$ cat src/rtl/ubds_pkg.sv
// Package for the UART baud divisor search unit: widths, constants and types.
// Used by ubds_divider, ubds_error_pipe and uart_baud_divisor_search_unit.
package ubds_pkg;
   localparam int RateWidth     = 26;
   localparam int PrescWidth    = 16;
   localparam int PatWidth      = 8;
   localparam int PatternCount  = 256;
   localparam int DefBitsFrame  = 11;
   localparam int PlainLimit    = 20;
   localparam logic [RateWidth-1:0] ClockReset = 26'd3000000;
   // Worst error: (i+1)*clock and count*baud stay below 2^26 * 2^24.
   localparam int ErrWidth      = 50;
   localparam int CountWidth    = 20;
   localparam int QuoWidth      = 26;

   typedef struct packed {
      logic                  valid;
      logic [QuoWidth-1:0]   quo;
   } div_res_type;
endpackage

$ cat src/rtl/ubds_divider.sv
// Bit-serial restoring divider: clock / baud, one quotient bit per cycle.
// Depends on ubds_pkg.
module ubds_divider (
   input  logic                          clock,
   input  logic                          reset,
   input  logic                          start,
   input  logic [ubds_pkg::RateWidth-1:0] dividend,
   input  logic [ubds_pkg::RateWidth-1:0] divisor,
   output ubds_pkg::div_res_type         result
);
   import ubds_pkg::*;

   logic [RateWidth-1:0] rem_ff, rem_in;
   logic [QuoWidth-1:0]  quo_ff, quo_in;
   logic [RateWidth-1:0] dvd_ff, dvd_in;
   logic [RateWidth-1:0] dvs_ff, dvs_in;
   logic [4:0]           cnt_ff, cnt_in;
   logic                 run_ff, run_in;
   logic                 done_ff, done_in;
   logic [RateWidth:0]   trial;

   // The partial remainder is always below the divisor, so it fits the rate width.
   always_comb begin
      rem_in  = rem_ff;
      quo_in  = quo_ff;
      dvd_in  = dvd_ff;
      dvs_in  = dvs_ff;
      cnt_in  = cnt_ff;
      run_in  = run_ff;
      done_in = 1'b0;
      trial   = {rem_ff, dvd_ff[RateWidth-1]};
      if (start) begin
         rem_in = '0;
         quo_in = '0;
         dvd_in = dividend;
         dvs_in = divisor;
         cnt_in = 5'(RateWidth - 1);
         run_in = 1'b1;
      end else if (run_ff) begin
         dvd_in = {dvd_ff[RateWidth-2:0], 1'b0};
         if (trial >= {1'b0, dvs_ff}) begin
            rem_in = RateWidth'(trial - {1'b0, dvs_ff});
            quo_in = {quo_ff[QuoWidth-2:0], 1'b1};
         end else begin
            rem_in = trial[RateWidth-1:0];
            quo_in = {quo_ff[QuoWidth-2:0], 1'b0};
         end
         if (cnt_ff == '0) begin
            run_in  = 1'b0;
            done_in = 1'b1;
         end else begin
            cnt_in = cnt_ff - 5'd1;
         end
      end
   end

   always_ff @(posedge clock) begin
      if (reset) begin
         run_ff  <= 1'b0;
         done_ff <= 1'b0;
      end else begin
         run_ff  <= run_in;
         done_ff <= done_in;
      end
      rem_ff <= rem_in;
      quo_ff <= quo_in;
      dvd_ff <= dvd_in;
      dvs_ff <= dvs_in;
      cnt_ff <= cnt_in;
   end

   assign result.valid = done_ff;
   assign result.quo   = quo_ff;

   a_no_overlap: assert property (@(posedge clock) disable iff (reset)
      done_ff |-> !run_ff) else $error("divider done while running");
   a_done_after_run: assert property (@(posedge clock) disable iff (reset)
      done_ff |-> $past(run_ff)) else $error("divider done without run");
   a_cnt_bound: assert property (@(posedge clock) disable iff (reset)
      run_ff |-> cnt_ff <= 5'(RateWidth - 1)) else $error("divider count out of range");
endmodule

$ cat config.mk
export PLATFORM = sky130hd
export DESIGN_NAME = ubds_divider
export DESIGN_NICKNAME = d
export VERILOG_FILES = /design/src/rtl/ubds_pkg.sv /design/src/rtl/ubds_divider.sv
export SDC_FILE = /design/constraint.sdc
export NUM_CORES = 1
export LEC_CHECK = 0
export BUFFER_PORTS_ARGS = -buffer_cell sky130_fd_sc_hd__clkbuf_2
export CORE_MARGIN = 5
export CORE_UTILIZATION = 45
export CTS_CLUSTER_SIZE = 28
export DETAILED_ROUTE_END_ITERATION = 7
export PLACE_DENSITY = 0.63
export REMOVE_ABC_BUFFERS = 1
export SYNTH_ARGS = -nofsm -noshare
export SYNTH_HDL_FRONTEND = slang
export SYNTH_SLANG_ARGS = --single-unit
export TNS_END_PERCENT = 30
$ cat constraint.sdc
create_clock -name clock -period 3.65 [get_ports clock]
set_clock_uncertainty 0.05 [all_clocks]
set_input_delay 0.73 -clock clock [delete_from_list [all_inputs] [get_ports clock]]
set_output_delay 0.73 -clock clock [all_outputs]
set_load 0.05 [all_outputs]
Yosys cells after proc, flatten, opt, wreduce, memory -nomap -nowiden
Index checks and enable logic that the tools add are counted.

Output and inout port bits: 27. Input port bits: 55. Bits in registers: 111. Word-level logic and storage cells: 24.

Muxes and demuxes: 8. Bitwise operators: 2. Magnitude comparators: 1. $add $sub $neg: 2. Reductions and logical operators: 4.

Operators by type and width (count): 2-to-1 mux 26 bit (3); greater-or-equal comparator 27 x 26 -> 1 bit (1); subtractor 26 bit (1); logical NOT 5 bit (1); 2-to-1 mux 1 bit (5); subtractor 5 x 1 -> 5 bit, second input constant (1); OR reduction 3 bit (1); inverter 1 bit (2); AND reduction 2 bit (1); nonzero test 2 bit (1).

Longest topological paths before layout
Word-level depth: 4. Depth in mapped cells: 14. Mapped depth without buffers: 13.

Least setup slack after synthesis
No wires, ideal clock.

Path type: register to register. Start: reg dvd_ff[25]. End: reg rem_ff[18]. Arrival: 2.571 ns. Required time: 3.514 ns. Clock period less this slack: 2.706 ns. Setup slack: 0.944 ns. Library setup time: 0.086 ns. Cell stages (with the launch flop): 14. Buffers on the path: 0. Cells stage by stage: edfxtp_1 -> inv_1 -> ha_1 -> inv_1 -> fa_1 -> a21oi_1 -> o221ai_1 -> a21o_1 -> a41o_1 -> a21oi_1 -> o31a_1 -> xnor2_1 -> mux2i_1 -> a211oi_1.

Word-level cells in the longest chain between the ends: 2. Elaborated cells between the ends (all ways): 3. Classes of those cells: 1 x add/sub; 1 x order compare; 1 x mux.

Ends and longest elaborated chain: from (decl) (line ubds_divider.sv:15) `logic [RateWidth-1:0] dvd_ff, dvd_in;`; from (signal assigned) (line ubds_divider.sv:67) `dvd_ff <= dvd_in;`; subtractor 26 bit / greater-or-equal comparator 27 x 26 -> 1 bit (equally long branches) (line ubds_divider.sv:42, ubds_divider.sv:41); 2-to-1 mux 26 bit (*) (line ubds_divider.sv:41) `if (trial >= {1'b0, dvs_ff}) begin`; to (signal assigned) (line ubds_divider.sv:65) `rem_ff <= rem_in;`; to (decl) (line ubds_divider.sv:13) `logic [RateWidth-1:0] rem_ff, rem_in;`.

Mark *: on every way between the ends. The rest lies on a longest branch, timed or not. A chain may end at the register's enable or synchronous reset.

Final worst setup path
Start: reg dvs_ff[6]. End: reg rem_ff[23].

Word-level cells in the longest chain between the ends: 2. Elaborated cells between the ends (all ways): 3. Classes of those cells: 1 x add/sub; 1 x order compare; 1 x mux.

Ends and longest elaborated chain: from (decl) (line ubds_divider.sv:16) `logic [RateWidth-1:0] dvs_ff, dvs_in;`; from (signal assigned) (line ubds_divider.sv:68) `dvs_ff <= dvs_in;`; subtractor 26 bit / greater-or-equal comparator 27 x 26 -> 1 bit (equally long branches) (line ubds_divider.sv:42, ubds_divider.sv:41); 2-to-1 mux 26 bit (*) (line ubds_divider.sv:41).

Marked as above.

==> out/metrics.csv <==
stage;metric;value;unit
outcome;status;finished clean;
synthesis;synth-async-reset-ratio;0;%
synthesis;synthDistinctLibCells;53;
synthesis;synth-edff-count;52;
routing;post_drt_via_cell_ratio;5.156;
timing;period_share;84.18;%
clock_tree;cts_num_sinks;111;
synthesis;synth_seq_cells;111;
floorplanning;fp.dieW;122.1;µm
routing;postRouteAntennaNets;0;
setup_path;worst_path_largest_cell_delay;0.40;ns
synthesis;synth_top_flop_cell;dfxtp_1;
floorplanning;start_util;45.33;%
power;ir_drop;0.3055;mV
grt;antenna_found_initial;0;
grt;first_global_vias;4120;
clock_tree;cts_setup_buffers;0;
setup_path;cpMaxStageDelayCell;buf_4;
grt;grt_max_degree;71;
floorplanning;rows;41;
clock_tree;cts_made_buffers;9;
synthesis;yosys_warnings;0;
synthesis;netlist.top_cell.by_area;edfxtp_1;
routing;first_iter_violations;222;
timing;drv_slew;0;
final_layout;syn_to_final_growth;14.88;%
synthesis;synthTopCellsByCount;67 x nor2_1, 59 x dfxtp_1, 52 x edfxtp_1;
timing;finalHoldViolations;0;
final_layout;nNetsFinal;692;
timing;period_needed;3.073;ns
grt;grt_usage;16.17;%
final_layout;n_antenna_cell;0;
worst_hold_path;hp-class;reg -> reg;
synthesis;syn_area;5650;µm²
routing;post_drt_wl_per_cell;14.53;µm
setup_path;path_buf_inv;2;
timing;tightest_slew;0.8716;ns
synthesis;yosys.area.top_type_share;27.64;%
timing;worst_hold_slack;0.3983;ns
synthesis;synthCells;539;
setup_path;crit_family;compound AO/OA/AOI/OAI gates;
floorplanning;coreArea;12470;µm²
timing;rsz0062_at_grt;no;
final_layout;final_cell_area;6491;µm²
setup_path;worstPathArrival;3.29;ns
clock_tree;htreeDepth;3;
clock_tree;insertion_delay;0.35;ns
synthesis;ys_top_cells_by_area;edfxtp_1 28%, dfxtp_1 21%, mux2i_1 8.3%;
clock_tree;cts_resized;0;
setup_path;crit_required;3.87;ns
routing;wl;11.42;mm
placed_design;dp_hpwl;8.134;mm
setup_path;critical_path.max_fanout;29;
synthesis;yosysSeqAreaShare;48.54;%
setup_path;crit_chain;inv_1 > ha_1 > a21o_1 > nand2b_1 > o21ai_1 > a21boi_2 > nor3_4 > a211oi_4 > nor2_4 > buf_4 > a22oi_1 > a211oi_1;
clock_tree;clock_path_buffers;2;
grt;grt_remaining_overflow;0;
placed_design;gp_congestion;0.9331;
timing;setup_violations;0;
placed_design;dpl-instance-area;6185;µm²
synthesis;syn_area_per_cell;10.48;µm²
setup_path;start_kind;register;
placed_design;dp_worst_setup_slack;0.6465;ns
routing;dr.pass1.iters;5;
routing;drc;0;
timing;setup_ws;0.5773;ns
routing;routed-via-count;4053;
floorplanning;dieArea;14900;µm²
job;max_cap_viol_count;0;
power;powerDensity;458.1;nW/µm²
clock_tree;cts.clk_slew.worst_paths;0.08;ns
setup_path;cp-end-kind;register;
floorplanning;ios;82;
clock_tree;cts-root-buf;clkbuf_16;
synthesis;yosysMostFrequentCell;nor2_1;
timing;slew_headroom;41.90;%
final_layout;drive_gt1_share;22.31;%
setup_path;worstSetupPathType;reg -> reg;
power;p_leak;2.851;nW
power;total_power;2.974;mW
grt;grt_pass1_wl;19.23;mm
placed_design;io_buffer_count;81;
floorplanning;die_h;122.1;µm
timing;fmax;0.3254;GHz
clock_tree;cts_hold_buf;0;
timing;setup_tns;0;ns
clock_tree;cts_tree;built;
[registers in the layout (all words and copies together) (netlist names)]
name     count
done_ff      1
dvs_ff      26
rem_ff      26
quo_ff      26
cnt_ff       5
run_ff       1
dvd_ff      26
[power breakdown]
part	leakage [nW]	switching, mW	internal (mW)
Clock	0.154	0.471	0.535
Combinational	1.70	0.308	0.232
Sequential	0.997	0.0358	1.39
Total	2.85	0.815	2.16
[routing by layer]
layer	track usage [%]	vias to the layer above	part of all wire [%]
met3	6.639	16	7.4
met2	25.35	101	46
met4	5.318	0	1.3
met1	20.33	1885	45
met5	0	-	0
li1	-	2051	-
[per-stage QoR]
stage               cells  util, %
floorplan             511        -
global placement      770    49.61
detailed placement    770    49.61
CTS                   786    52.07
global route          786    52.07
finish                786    52.07
[path summary, 6_finish.rpt]
check,from,endpoint,slack [ns],depth (start not counted)
setup / recovery,dvs_ff[6]$_DFFE_PP_,rem_ff[23]$_SDFFE_PP0P_,0.58,12
hold / removal,cnt_ff[4]$_SDFFE_PP1P_,cnt_ff[4]$_SDFFE_PP1P_,0.40,1
setup reg to reg,dvs_ff[6]$_DFFE_PP_,rem_ff[23]$_SDFFE_PP0P_,0.58,12
hold reg to reg,cnt_ff[4]$_SDFFE_PP1P_,cnt_ff[4]$_SDFFE_PP1P_,0.40,1
[cell type report]
type                       instances  area (µm²)
fill                            1131        5974
sequential                       111        2744
multi-input combinational        366        2645
timing repair buffer              87       452.9
clock buffer                      11       264.0
tap                              172       215.2
inverter                          34       127.6
clock inverter                     5       42.54
[cell usage in the layout, fill, tap and decap left out, types with 14 or more instances in the layout]
cell | netlist | final
ha_1 | 27 | 27
dfxtp_1 | 59 | 58
a211oi_1 | 20 | 20
mux2i_1 | 47 | 47
nor2_1 | 67 | 67
mux2_2 | 25 | 25
inv_1 | 34 | 34
clkbuf_2 | 0 | 80
edfxtp_1 | 52 | 52
xnor2_1 | 14 | 14
a21oi_1 | 28 | 28
nand2_1 | 30 | 30
[worst reg2reg max path: stages, from the launching register on]
cell      delay, ns
edfxtp_1       0.37
inv_1          0.08
ha_1           0.29
a21o_1         0.22
nand2b_1       0.16
o21ai_1        0.27
a21boi_2       0.12
nor3_4         0.37
a211oi_4       0.13
nor2_4         0.09
buf_4          0.40
a22oi_1        0.19
a211oi_1       0.26
[logic make-up (layout without fill, tap and decap cells)]
logic type	Yosys count	after routing	synth area share, %
xor+xnor	27	27	4.185
simple gates	139	139	11.29
compound gates	100	100	11.69
buf+inv	62	137	4.650
mux	72	72	13.31
flops	111	111	48.54
fa+ha+maj	28	28	6.333
Note: power is estimated with default switching activity, not from simulation.
